[src/design/assert_macros.svh]
// Assertion helpers used by the allocator RTL.
`ifndef ASSERT_MACROS_SVH
`define ASSERT_MACROS_SVH

// Condition must hold at every clock edge outside reset.
`define ASSERT_ALWAYS(lbl, clk, rst, cond, msg) \
   lbl: assert property (@(posedge clk) disable iff (rst) (cond)) else $error(msg);

// Consequent must hold in the same cycle as the antecedent.
`define ASSERT_IMPLIES(lbl, clk, rst, ante, cons, msg) \
   lbl: assert property (@(posedge clk) disable iff (rst) (ante) |-> (cons)) else $error(msg);

`endif

[src/design/ffsa_pkg.sv]
// ----------------------------------------------------------------------------
// ffsa_pkg
// Shared codes and field widths of the first-fit segment allocator.
// ----------------------------------------------------------------------------
`default_nettype none

package ffsa_pkg;

   localparam int MODE_W   = 1;
   localparam int SIZE_W   = 11;
   localparam int ADDR_W   = 10;
   localparam int STATUS_W = 2;

   typedef enum logic [MODE_W-1:0] {
      MODE_ALLOC = 1'b0,
      MODE_FREE  = 1'b1
   } mode_type;

   typedef enum logic [STATUS_W-1:0] {
      STAT_OK   = 2'd0,
      STAT_MISS = 2'd1,
      STAT_FULL = 2'd2
   } status_type;

   typedef enum logic [2:0] {
      CS_IDLE,
      CS_SEEK,
      CS_PASS,
      CS_FLUSH,
      CS_DONE
   } ctrl_state_type;

endpackage

`default_nettype wire

[src/design/ffsa_if.sv]
// ----------------------------------------------------------------------------
// ffsa_if
// Request and response channels of the allocator (valid/ready).
// ----------------------------------------------------------------------------
`default_nettype none

interface ffsa_req_if import ffsa_pkg::*; ();
   logic                valid;
   logic                ready;
   mode_type            mode;
   logic [SIZE_W-1:0]   req_size;
   logic [ADDR_W-1:0]   free_addr;

   modport source (output valid, mode, req_size, free_addr, input ready);
   modport sink   (input valid, mode, req_size, free_addr, output ready);
endinterface

interface ffsa_rsp_if import ffsa_pkg::*; ();
   logic                valid;
   logic                ready;
   status_type          status;
   logic [ADDR_W-1:0]   alloc_addr;

   modport source (output valid, status, alloc_addr, input ready);
   modport sink   (input valid, status, alloc_addr, output ready);
endinterface

`default_nettype wire

[src/design/ffsa_cell.sv]
// ----------------------------------------------------------------------------
// ffsa_cell
// One slot of the segment ring: holds a segment entry, takes its neighbor's.
// ----------------------------------------------------------------------------
`default_nettype none

module ffsa_cell #(
   parameter int           W    = 8,
   parameter logic [W-1:0] INIT = '0
) (
   input  wire logic         clock,
   input  wire logic         reset,
   input  wire logic         shift,
   input  wire logic [W-1:0] nbr_data,
   output logic      [W-1:0] seg_out
);

   logic [W-1:0] seg_ff, seg_in;

   always_comb begin
      seg_in = shift ? nbr_data : seg_ff;
   end

   always_ff @(posedge clock) begin
      if (reset) begin
         seg_ff <= INIT;
      end else begin
         seg_ff <= seg_in;
      end
   end

   assign seg_out = seg_ff;

endmodule

`default_nettype wire

[src/design/ffsa_ctrl.sv]
// ----------------------------------------------------------------------------
// ffsa_ctrl
// Edit stage of the segment ring: first-fit search, split, free and merge.
// ----------------------------------------------------------------------------
`default_nettype none
`include "assert_macros.svh"

module ffsa_ctrl import ffsa_pkg::*; #(
   parameter int REGION_UNITS = 1024,
   parameter int MAX_SEGMENTS = 64,
   parameter int AW           = $clog2(REGION_UNITS),
   parameter int LW           = $clog2(REGION_UNITS + 1),
   parameter int EW           = 2 + AW + LW
) (
   input  wire logic          clock,
   input  wire logic          reset,
   ffsa_req_if.sink           req_chan,
   ffsa_rsp_if.source         rsp_chan,
   input  wire logic [EW-1:0] head,
   output logic      [EW-1:0] tail,
   output logic               shift
);

   localparam int CNTW = $clog2(MAX_SEGMENTS + 1);
   localparam int SCW  = (LW > SIZE_W) ? LW : SIZE_W;
   localparam int CMPW = (AW > ADDR_W) ? AW : ADDR_W;

   typedef struct packed {
      logic          valid;
      logic          used;
      logic [AW-1:0] start;
      logic [LW-1:0] len;
   } seg_type;

   ctrl_state_type    state_ff, state_in;
   logic [CNTW-1:0]   cnt_ff, cnt_in;
   logic [CNTW-1:0]   count_ff, count_in;
   seg_type           p_ff, p_in;
   seg_type           r_ff, r_in;
   logic              found_ff, found_in;
   mode_type          mode_ff, mode_in;
   logic [SIZE_W-1:0] size_ff, size_in;
   logic [ADDR_W-1:0] faddr_ff, faddr_in;
   status_type        res_status_ff, res_status_in;
   logic [ADDR_W-1:0] res_addr_ff, res_addr_in;
   logic              rsp_valid_ff, rsp_valid_in;
   status_type        rsp_status_ff, rsp_status_in;
   logic [ADDR_W-1:0] rsp_addr_ff, rsp_addr_in;

   seg_type head_s, e, e_mod, extra, merged;
   logic    op_en, merge_en, merge, split, at_zero;

   always_comb begin
      head_s  = seg_type'(head);
      at_zero = head_s.valid && (head_s.start == '0);
      e       = r_ff.valid ? r_ff : head_s;
      e_mod   = e;
      extra   = '0;
      split   = 1'b0;
      found_in      = found_ff;
      res_status_in = res_status_ff;
      res_addr_in   = res_addr_ff;
      op_en    = (state_ff == CS_PASS) && !found_ff;
      merge_en = (state_ff == CS_PASS) || (state_ff == CS_FLUSH);

      if (op_en && e.valid) begin
         if (mode_ff == MODE_ALLOC) begin
            if (!e.used && (SCW'(e.len) >= SCW'(size_ff))) begin
               found_in = 1'b1;
               if (SCW'(e.len) > SCW'(size_ff)) begin
                  if (count_ff == CNTW'(MAX_SEGMENTS)) begin
                     res_status_in = STAT_FULL;
                  end else begin
                     // split: used head part here, free remainder rides in r_ff
                     split         = 1'b1;
                     e_mod.used    = 1'b1;
                     e_mod.len     = LW'(size_ff);
                     extra.valid   = 1'b1;
                     extra.used    = 1'b0;
                     extra.start   = e.start + AW'(size_ff);
                     extra.len     = e.len - LW'(size_ff);
                     res_status_in = STAT_OK;
                     res_addr_in   = ADDR_W'(e.start);
                  end
               end else begin
                  e_mod.used    = 1'b1;
                  res_status_in = STAT_OK;
                  res_addr_in   = ADDR_W'(e.start);
               end
            end
         end else if (CMPW'(e.start) == CMPW'(faddr_ff)) begin
            found_in      = 1'b1;
            e_mod.used    = 1'b0;
            res_status_in = STAT_OK;
         end
      end

      merged     = p_ff;
      merged.len = p_ff.len + e_mod.len;
      merge = merge_en && p_ff.valid && e_mod.valid && !p_ff.used && !e_mod.used &&
              ((LW'(p_ff.start) + p_ff.len) == LW'(e_mod.start));
   end

   always_comb begin
      state_in      = state_ff;
      cnt_in        = cnt_ff;
      count_in      = count_ff;
      p_in          = p_ff;
      r_in          = r_ff;
      mode_in       = mode_ff;
      size_in       = size_ff;
      faddr_in      = faddr_ff;
      rsp_valid_in  = rsp_valid_ff;
      rsp_status_in = rsp_status_ff;
      rsp_addr_in   = rsp_addr_ff;
      shift         = 1'b0;
      tail          = EW'(p_ff);

      if (rsp_valid_ff && rsp_chan.ready) begin
         rsp_valid_in = 1'b0;
      end

      case (state_ff)
         CS_IDLE: begin
            if (req_chan.valid) begin
               mode_in  = req_chan.mode;
               size_in  = req_chan.req_size;
               faddr_in = req_chan.free_addr;
               state_in = CS_SEEK;
            end
         end
         CS_SEEK: begin
            if (at_zero) begin
               cnt_in   = '0;
               state_in = CS_PASS;
            end else begin
               shift = 1'b1;
               p_in  = head_s;
            end
         end
         CS_PASS, CS_FLUSH: begin
            if ((state_ff == CS_PASS) || r_ff.valid) begin
               shift    = 1'b1;
               // hold the last segment across empty slots so neighbors stay adjacent
               tail     = (merge || !e_mod.valid) ? '0 : EW'(p_ff);
               p_in     = merge ? merged : (e_mod.valid ? e_mod : p_ff);
               r_in     = split ? extra : (r_ff.valid ? head_s : seg_type'('0));
               count_in = count_ff + CNTW'(split) - CNTW'(merge);
               cnt_in   = cnt_ff + CNTW'(1);
               if ((state_ff == CS_PASS) && (cnt_ff == CNTW'(MAX_SEGMENTS))) begin
                  state_in = r_in.valid ? CS_FLUSH : CS_DONE;
               end
            end else begin
               state_in = CS_DONE;
            end
         end
         CS_DONE: begin
            if (!rsp_valid_ff || rsp_chan.ready) begin
               rsp_valid_in  = 1'b1;
               rsp_status_in = res_status_ff;
               rsp_addr_in   = res_addr_ff;
               state_in      = CS_IDLE;
            end
         end
         default: begin
            state_in = CS_IDLE;
         end
      endcase
   end

   always_ff @(posedge clock) begin
      if (reset) begin
         state_ff      <= CS_IDLE;
         count_ff      <= CNTW'(1);
         p_ff          <= '0;
         r_ff          <= '0;
         found_ff      <= 1'b0;
         rsp_valid_ff  <= 1'b0;
         res_status_ff <= STAT_MISS;
         res_addr_ff   <= '0;
      end else begin
         state_ff     <= state_in;
         count_ff     <= count_in;
         p_ff         <= p_in;
         r_ff         <= r_in;
         rsp_valid_ff <= rsp_valid_in;
         if (state_ff == CS_IDLE) begin
            // a zero-size allocate never matches
            found_ff      <= (req_chan.mode == MODE_ALLOC) && (req_chan.req_size == '0);
            res_status_ff <= STAT_MISS;
            res_addr_ff   <= '0;
         end else begin
            found_ff      <= found_in;
            res_status_ff <= res_status_in;
            res_addr_ff   <= res_addr_in;
         end
      end
   end

   always_ff @(posedge clock) begin
      cnt_ff        <= cnt_in;
      mode_ff       <= mode_in;
      size_ff       <= size_in;
      faddr_ff      <= faddr_in;
      rsp_status_ff <= rsp_status_in;
      rsp_addr_ff   <= rsp_addr_in;
   end

   assign req_chan.ready      = (state_ff == CS_IDLE);
   assign rsp_chan.valid      = rsp_valid_ff;
   assign rsp_chan.status     = rsp_status_ff;
   assign rsp_chan.alloc_addr = rsp_addr_ff;

   `ASSERT_ALWAYS(a_count_range, clock, reset, (count_ff != '0) && (count_ff <= CNTW'(MAX_SEGMENTS)), "segment count out of range")
   `ASSERT_IMPLIES(a_carry_alloc, clock, reset, r_ff.valid, mode_ff == MODE_ALLOC, "carried segment outside allocate")
   `ASSERT_IMPLIES(a_done_clean, clock, reset, state_ff == CS_DONE, !r_ff.valid, "carried segment left at end of pass")
   `ASSERT_IMPLIES(a_split_room, clock, reset, shift && split, count_ff < CNTW'(MAX_SEGMENTS), "split with full table")

endmodule

`default_nettype wire

[src/design/first_fit_segment_allocator.sv]
// An item (allocate or free) is handled one at a time. The segment table sits in a
// ring of MAX_SEGMENTS cells plus one edit register; after acceptance the ring rotates
// until the segment at address 0 reaches the head, then makes one full turn through
// the edit stage, where the first fit is found, split, freed and merged. A split
// carries the following entries one slot back until a free slot takes them. The
// result is then registered and the allocator returns to idle for the next item,
// once the response channel can take the result. A new item is taken while the
// previous result still waits on the response channel.
// ----------------------------------------------------------------------------
// first_fit_segment_allocator
// First-fit segment allocator with coalescing, built as a rotating cell ring.
// ----------------------------------------------------------------------------
`default_nettype none

module first_fit_segment_allocator import ffsa_pkg::*; #(
   parameter int REGION_UNITS = 1024,
   parameter int MAX_SEGMENTS = 64
) (
   input  wire logic   clock,
   input  wire logic   reset,
   ffsa_req_if.sink    req_chan,
   ffsa_rsp_if.source  rsp_chan
);

   localparam int AW = $clog2(REGION_UNITS);
   localparam int LW = $clog2(REGION_UNITS + 1);
   localparam int EW = 2 + AW + LW;
   // valid, free, start 0, whole region
   localparam logic [EW-1:0] SEG0 = {1'b1, 1'b0, AW'(0), LW'(REGION_UNITS)};

   logic [EW-1:0] cell_q [MAX_SEGMENTS];
   logic [EW-1:0] tail;
   logic          shift;

   for (genvar i = 0; i < MAX_SEGMENTS; i++) begin : g_cell
      localparam logic [EW-1:0] RST = (i == 0) ? SEG0 : '0;
      logic [EW-1:0] nbr;
      if (i == MAX_SEGMENTS - 1) begin : g_last
         assign nbr = tail;
      end else begin : g_mid
         assign nbr = cell_q[i+1];
      end
      ffsa_cell #(.W(EW), .INIT(RST)) u_cell (
         .clock    (clock),
         .reset    (reset),
         .shift    (shift),
         .nbr_data (nbr),
         .seg_out  (cell_q[i])
      );
   end

   ffsa_ctrl #(
      .REGION_UNITS (REGION_UNITS),
      .MAX_SEGMENTS (MAX_SEGMENTS),
      .AW           (AW),
      .LW           (LW),
      .EW           (EW)
   ) u_ctrl (
      .clock    (clock),
      .reset    (reset),
      .req_chan (req_chan),
      .rsp_chan (rsp_chan),
      .head     (cell_q[0]),
      .tail     (tail),
      .shift    (shift)
   );

endmodule

`default_nettype wire

[src/flat_wrapper.sv]
// flat-port wrapper written by rule: the top's interface ports become plain ports
module first_fit_segment_allocator_flat import ffsa_pkg::*;
#(
   parameter int REGION_UNITS = 1024,
   parameter int MAX_SEGMENTS = 64
)
  (clock, reset, req_chan_valid, req_chan_mode, req_chan_req_size, req_chan_free_addr, req_chan_ready, rsp_chan_valid, rsp_chan_status, rsp_chan_alloc_addr, rsp_chan_ready);
  ffsa_req_if req_chan_i ();
  ffsa_rsp_if rsp_chan_i ();
  input  wire logic clock;
  input  wire logic reset;
  input wire logic [$bits(req_chan_i.valid)-1:0] req_chan_valid;
  input wire logic [$bits(req_chan_i.mode)-1:0] req_chan_mode;
  input wire logic [$bits(req_chan_i.req_size)-1:0] req_chan_req_size;
  input wire logic [$bits(req_chan_i.free_addr)-1:0] req_chan_free_addr;
  output wire logic [$bits(req_chan_i.ready)-1:0] req_chan_ready;
  output wire logic [$bits(rsp_chan_i.valid)-1:0] rsp_chan_valid;
  output wire logic [$bits(rsp_chan_i.status)-1:0] rsp_chan_status;
  output wire logic [$bits(rsp_chan_i.alloc_addr)-1:0] rsp_chan_alloc_addr;
  input wire logic [$bits(rsp_chan_i.ready)-1:0] rsp_chan_ready;
  assign req_chan_i.valid = req_chan_valid;
  assign req_chan_i.mode = req_chan_mode;
  assign req_chan_i.req_size = req_chan_req_size;
  assign req_chan_i.free_addr = req_chan_free_addr;
  assign req_chan_ready = req_chan_i.ready;
  assign rsp_chan_valid = rsp_chan_i.valid;
  assign rsp_chan_status = rsp_chan_i.status;
  assign rsp_chan_alloc_addr = rsp_chan_i.alloc_addr;
  assign rsp_chan_i.ready = rsp_chan_ready;
  first_fit_segment_allocator #(.REGION_UNITS(REGION_UNITS), .MAX_SEGMENTS(MAX_SEGMENTS)) u_core (.clock(clock), .reset(reset), .req_chan(req_chan_i), .rsp_chan(rsp_chan_i));
endmodule
[config.mk]
export PLATFORM = sky130hd
export DESIGN_NAME = first_fit_segment_allocator_flat
export DESIGN_NICKNAME = d
export VERILOG_FILES = /design/src/design/ffsa_pkg.sv /design/src/design/ffsa_if.sv /design/src/design/ffsa_cell.sv /design/src/design/ffsa_ctrl.sv /design/src/design/first_fit_segment_allocator.sv /design/src/flat_wrapper.sv
export VERILOG_INCLUDE_DIRS = /design/src /design/src/design
export SDC_FILE = /design/constraint.sdc
export NUM_CORES = 2
export LEC_CHECK = 0
export BUFFER_PORTS_ARGS = -buffer_cell sky130_fd_sc_hd__buf_2
export CAP_MARGIN = 20
export CORE_AREA = 2 2 341 343
export CTS_CLUSTER_SIZE = 8
export DETAILED_ROUTE_END_ITERATION = 10
export DIE_AREA = 0 0 343 345
export PLACE_DENSITY = 0.65
export RECOVER_POWER = 50
export SLEW_MARGIN = 0
export SYNTH_ARGS = -nofsm -noshare
export SYNTH_HDL_FRONTEND = slang
export SYNTH_SLANG_ARGS = --single-unit
[constraint.sdc]
create_clock -name clock -period 7.9 [get_ports clock]
set_clock_uncertainty 0.1 [all_clocks]
set_input_delay 0.79 -clock clock [delete_from_list [all_inputs] [get_ports clock]]
set_output_delay 0.79 -clock clock [all_outputs]
set_load 0.03 [all_outputs]
* Yosys cells after proc, flatten, opt, wreduce, memory -nomap -nowiden *
Index checks and enable logic that the tools add are counted.

cells by class
  magnitude comparators = 2
  multiplexer cells = 60
  reduce and logical (&&, ||, !) cells = 41
  bitwise gates (word level) = 2
  $add $sub $neg = 7
  eq/ne operators = 20

operators by type and width
  operator                                      count
  23-bit two-way mux                            15
  11-bit two-way mux                            5
  23-bit case mux with 2 select lines           1
  1-bit two-way mux                             21
  10-bit two-way mux                            2
  3-bit two-way mux                             6
  2-bit inequality test, second input constant  8
  7-bit == test, second input constant          2
  7-bit two-way mux                             2
  7-bit case mux with 2 select lines            1
  1-bit logical AND                             12
  3-bit case mux with 4 select lines            1
  4-bit AND reduction                           3
  10-bit by 11-bit adder with 11-bit output     1
  11-bit adder                                  1
  11-bit by 10-bit == test with 1-bit output    1
  11-bit >= comparator                          1
  11-bit > comparator                           1
  11-bit zero test                              1
  11-bit subtractor                             1
  10-bit adder                                  1
  10-bit == test                                1
  10-bit zero test                              1
  2-bit two-way mux                             5
  20 further kinds                              38

storage, ports and cells
  register bits = 1583
  input port bits = 26

* Logic depth before layout (Yosys ltp) *
  depth in word-level cells = 13
  gate-level depth with buffers = 26
  gate-level depth less buffers = 23

* By module *
From an unflattened synthesis, not the netlist that was laid out.

second synthesis, totals
  cells, all modules = 5580
  area total of the unflattened synthesis = 61192.4 um2

by module, submodules not included
  module                                     times used  cells each  seq. area each (um2)  area an instance (um2)
  ffsa_cell at u_core.g_cell[10].u_cell ...  63          74          460.4                 835.8
  ffsa_ctrl                                  1           844         2632.5                7697.4
  ffsa_cell at u_core.g_cell[0].u_cell       1           74          460.4                 839.6

* Least setup slack after synthesis *
OpenSTA, ideal clock, no wires.

  path type = register to register
  from = reg u_core.u_ctrl.r_ff[22] in the netlist's numbering
  to = reg u_core.u_ctrl.p_ff[10] in the netlist's numbering
  setup time = 0.101 ns
  arrival = 5.307 ns
  period minus slack after synthesis = 5.508 ns
  setup slack = 2.392 ns
  stages on the path, launching flop included = 26
  cells stage by stage = dfxtp_1 > buf_6 > buf_6 > clkbuf_1 > mux2_2 > ha_1 > nor2b_1 > o21a_1 > o21ai_1 > a211oi_1 > o21a_4 > inv_2 > buf_6 > buf_2 > a21oi_1 > ha_1 > fa_1 > a21o_1 > a211oi_1 > o21ai_0 > a31o_2 > a21oi_1 > xnor2_1 > nand3_1 > mux2i_1 > o41ai_1

between the ends
  longest elaborated chain between the ends = 12

RTL lines
  what                                                          line              source
  start: declaration                                            ffsa_ctrl.sv:39   seg_type r_ff, r_in;
  start signal: assignment                                      ffsa_ctrl.sv:185  r_ff <= r_in;
  branches (longest 12 deep; another with 11-bit > comparator)  --
  end signal: assignment                                        ffsa_ctrl.sv:184  p_ff <= p_in;
  end: declaration                                              ffsa_ctrl.sv:38   seg_type p_ff, p_in;

Parallel ways; which one is timed is not known. The select of a mux whose other input is x is not followed.
A chain may end at the register's enable or synchronous reset.

* Worst setup path after layout *
  from = reg u_core.u_ctrl.state_ff[1]
  to = reg u_core.g_cell[34].u_cell.seg_ff[1]

between the ends
  longest elaborated chain between the ends = 4

RTL lines
  what                                      line                                source
  start: declaration                        ffsa_ctrl.sv:35                     ctrl_state_type state_ff, state_in;
  start signal: assignment                  ffsa_ctrl.sv:182                    state_ff <= state_in;
  3-bit by 2-bit == test with 1-bit output  ffsa_ctrl.sv:123, ffsa_ctrl.sv:142
  1-bit logical OR                          ffsa_ctrl.sv:142                    if ((state_ff == CS_PASS) || r_ff.valid) begin
  1-bit two-way mux                         ffsa_ctrl.sv:142
  1-bit case mux with 2 select lines *      ffsa_ctrl.sv:123                    case (state_ff)
  end signal: assignment                    ffsa_cell.sv:28                     seg_ff <= seg_in;
  end: declaration                          ffsa_cell.sv:18                     logic [W-1:0] seg_ff, seg_in;

Mark *: on every way between the ends. The rest lies on a longest branch, timed or not.

==> flow_metrics.py <==
metrics = {
    "outcome": {
        "status": "finished with violations",
        "violations": "max-capacitance violations, max-slew violations",
    },
    "cells_and_area": {
        "final_util_pct": 55.1,
        "areaGrowthSynthToFinish_pct": 11.2,
        "fill_cells": 10855,
        "final_nets": 7002,
        "diodes": 0,
        "layout-drive-gt1-share_pct": 5.05,
        "final_cells": 8470,
    },
    "yosys": {
        "yosys_register_bits": 1583,
        "ys_warn_count": 0,
        "synth.largest_area_cell": "dfxtp_1",
        "synthMostInstantiatedCell": "nand2_1",
        "synth-edff-count": 41,
        "seq_area_frac_synth_pct": 56.3,
        "async_reset_ff_share_pct": 0,
        "synth_area_mm2": 0.0570,
        "synth_area_leaders": "dfxtp_1, nand2_1, a21oi_1",
        "synthTopCellsByCount": "nand2_1, dfxtp_1, a21oi_1, clkbuf_1, nor2_1",
        "syn-instance-count": 7131,
        "ys_types": 74,
        "synth_nets": 7213,
        "ys.flop_type": "dfxtp_1",
        "synth_top_area_share_pct": 54.2,
        "syn_area_per_cell_um2": 7.99,
    },
    "min_path": {
        "worstHoldPathType": "in2reg",
        "whs_path_depth": 1,
    },
    "worst_setup_path": {
        "r2r_start": "u_core.u_ctrl.state_ff[1]",
        "setup.worst_path.start": "u_core.u_ctrl.state_ff[1]",
        "r2r-end": "u_core.g_cell[34].u_cell.seg_out[1]",
        "crit_end": "u_core.g_cell[34].u_cell.seg_out[1]",
        "r2r_slack_ns": 1.13,
        "worst-setup-path-type": "reg2reg",
        "cp_max_fo": 93,
        "cp.arrival_ns": 7.30,
        "critPathRequiredTime_ns": 8.43,
        "critPathCaptureType": "register",
        "worst_r2r_path_depth": 8,
        "start_kind": "register",
    },
    "sta": {
        "hold_viol": 0,
        "clock.fmax_ghz": 0.148,
        "finalCriticalPeriod_ns": 6.77,
        "finalSetupViolations": 0,
        "fin_ws_ns": 1.13,
        "worst_pin_slew_ns": 2.30,
        "slew_viol_final": 514,
        "max-slew-margin-rel_pct": -53.4,
        "finalCritPeriodShare_pct": 85.7,
        "finalSetupTns_ns": 0,
        "rsz0062_at_grt": "no",
    },
    "die": {
        "die_h_um": 345,
        "rows": 125,
        "dieArea_mm2": 0.118,
        "initial_core_util_pct": 49.5,
        "fp.coreArea_mm2": 0.115,
        "chipWidth_um": 343,
        "io_pins": 40,
    },
    "placed_design": {
        "hpwlAfterDp_mm": 71.7,
        "dpl.cell_count": 8223,
        "place_congestion": 0.825,
        "pre_cts_ws_ns": 1.40,
        "placement.io_buffers": 39,
    },
    "grt": {
        "antenna_found_initial": 0,
        "grt_pass1_vias": 41119,
        "grt_pass1_wl_mm": 209,
        "grt_overflow": 0,
        "grt_start_max_net_pins": 232,
        "track_usage_pct": 20.8,
    },
    "drt": {
        "drc_errors": 0,
        "wirelength_mm": 126,
        "avgViaCountPerCell": 5.19,
        "wl_met1_mm": 61.2,
        "via_count": 43967,
        "highest_layer": "met4",
        "wire_per_inst_um": 14.9,
        "dr.pass1.iters": 7,
        "wl_met3_mm": 4.17,
        "wl_met2_mm": 58.1,
        "drtIter0Drc": 3343,
        "antenna_left": 0,
    },
    "clocking": {
        "clk_pin_slew_ns": 0.05,
        "cts_hold_buf": 0,
        "insertion_delay_ns": 0.81,
        "numClockSinks": 1583,
        "cts_resized": 0,
        "cts_setup_buffers": 0,
        "clk_path_buf_depth": 3,
        "cts_root_buf": "clkbuf_16",
        "cts_buffers": 216,
        "htreeDepth": 4,
        "cts_tree": "yes",
    },
    "pwr": {
        "share_clk_of_total_power_pct": 39.6,
        "seqPwrFrac_pct": 41.2,
        "p_comb_share_pct": 19.2,
        "cellLeakagePower_uw": 0.0205,
        "switchingPower_uw": 6760,
        "p_int_uw": 13800,
        "power.total_uw": 20500,
        "p_per_area_mw_per_mm2": 324,
        "swShare_pct": 32.9,
        "ir_drop_v": 0.000320,
    },
    "run": {
        "maxCapViolCount": 5,
    },
}
## logic make-up (layout without fill, tap and decap cells)
| family | after synthesis | count (layout) | synth area share [%] |
|---|---|---|---|
| buffers and inverters | 576 | 391 | 4.02 |
| XOR/XNOR | 60 | 60 | 0.922 |
| multiplexers | 38 | 38 | 0.760 |
| flip-flops | 1583 | 1583 | 56.3 |
| AND/OR/NAND/NOR | 3155 | 3155 | 21.3 |
| AO/OA/AOI/OAI | 1663 | 1663 | 15.4 |
| adder cells (fa/ha/maj) | 56 | 56 | 1.30 |
## stage by stage
stage          area [um2]  hold slack (ns)
2_1_floorplan       57000            0.308
3_3_place_gp        57600            0.316
3_5_place_dp        57700            0.323
4_1_cts             63500           0.0484
5_1_grt             63400           0.0642
6_report            63400            0.102
## worst max-delay path: stages, from the launching register on
cell      delay, ns
dfxtp_1        0.49
nand2b_1       0.91
a21oi_1        0.58
clkbuf_1       1.68
nor2_1         1.19
buf_12         0.53
clkbuf_2       0.64
nand2_1        0.25
a21oi_1        0.08
## worst min path at each step
stage | start | end | slack, ns
after CTS | req_chan_free_addr[2] | u_core.u_ctrl.faddr_ff[2] | 0.05
after detailed placement | u_core.u_ctrl.res_status_ff[0] | u_core.u_ctrl.rsp_chan.status[0] | 0.32
after global routing | req_chan_free_addr[6] | u_core.u_ctrl.faddr_ff[6] | 0.06
after floorplan | u_core.u_ctrl.res_status_ff[1] | u_core.u_ctrl.rsp_chan.status[1] | 0.31
final | req_chan_free_addr[2] | u_core.u_ctrl.faddr_ff[2] | 0.10
after global placement | u_core.u_ctrl.res_status_ff[0] | u_core.u_ctrl.rsp_chan.status[0] | 0.32
## per-layer routing
layer	up-vias	global-route usage, %
li1	22658	-
met1	20619	29.3
met2	530	32.9
met3	160	3.61
met4	0	5.77
met5	-	0
## cells in the final DEF (no fill, tap or decap), types with 17 or more instances in the layout
cell and n:
a211oi_1 32, a21oi_1 1499, a22o_1 23, a311oi_1 17, buf_4 22, clkbuf_1 48
clkbuf_16 217, dfxtp_1 1542, edfxtp_1 41, ha_1 51, inv_1 48, mux2_2 19
nand2_1 2953, nand3_1 34, nor2_1 88, nor3_1 18, o21ai_0 29, xnor2_1 46
## final cells by class
type	count	area [um2]	area share, %
timing repair buffer	98	777	1.23
inverter	49	184	0.290
clock inverter	13	323	0.509
clock buffer	231	5500	8.68
multi-input combinational	4972	22600	35.6
tap	1524	1910	3.01
sequential	1583	32100	50.6
## power by group through the flow
stage | clock network [uW] | logic, uW | registers, uW
after global routing | 8680 | 4390 | 8480
after floorplan | 0 | 3070 | 8520
final | 8120 | 3940 | 8470
after global placement | 0 | 4090 | 8630
after CTS | 8330 | 4070 | 8470
after detailed placement | 0 | 4060 | 8620
## flip-flops by register name, indices dropped and copies added (netlist names), 10 cells and up
signal,count
u_core.u_ctrl.p_ff,11
u_core.u_ctrl.faddr_ff,10
u_core.u_ctrl.size_ff,11
u_core.u_ctrl.res_addr_ff,10
u_core.g_cell.u_cell.seg_out,1472
u_core.u_ctrl.rsp_chan.alloc_addr,10
u_core.u_ctrl.r_ff,23
u_core.u_ctrl.merged,12
No activity file was read; power rests on OpenSTA's default activity.
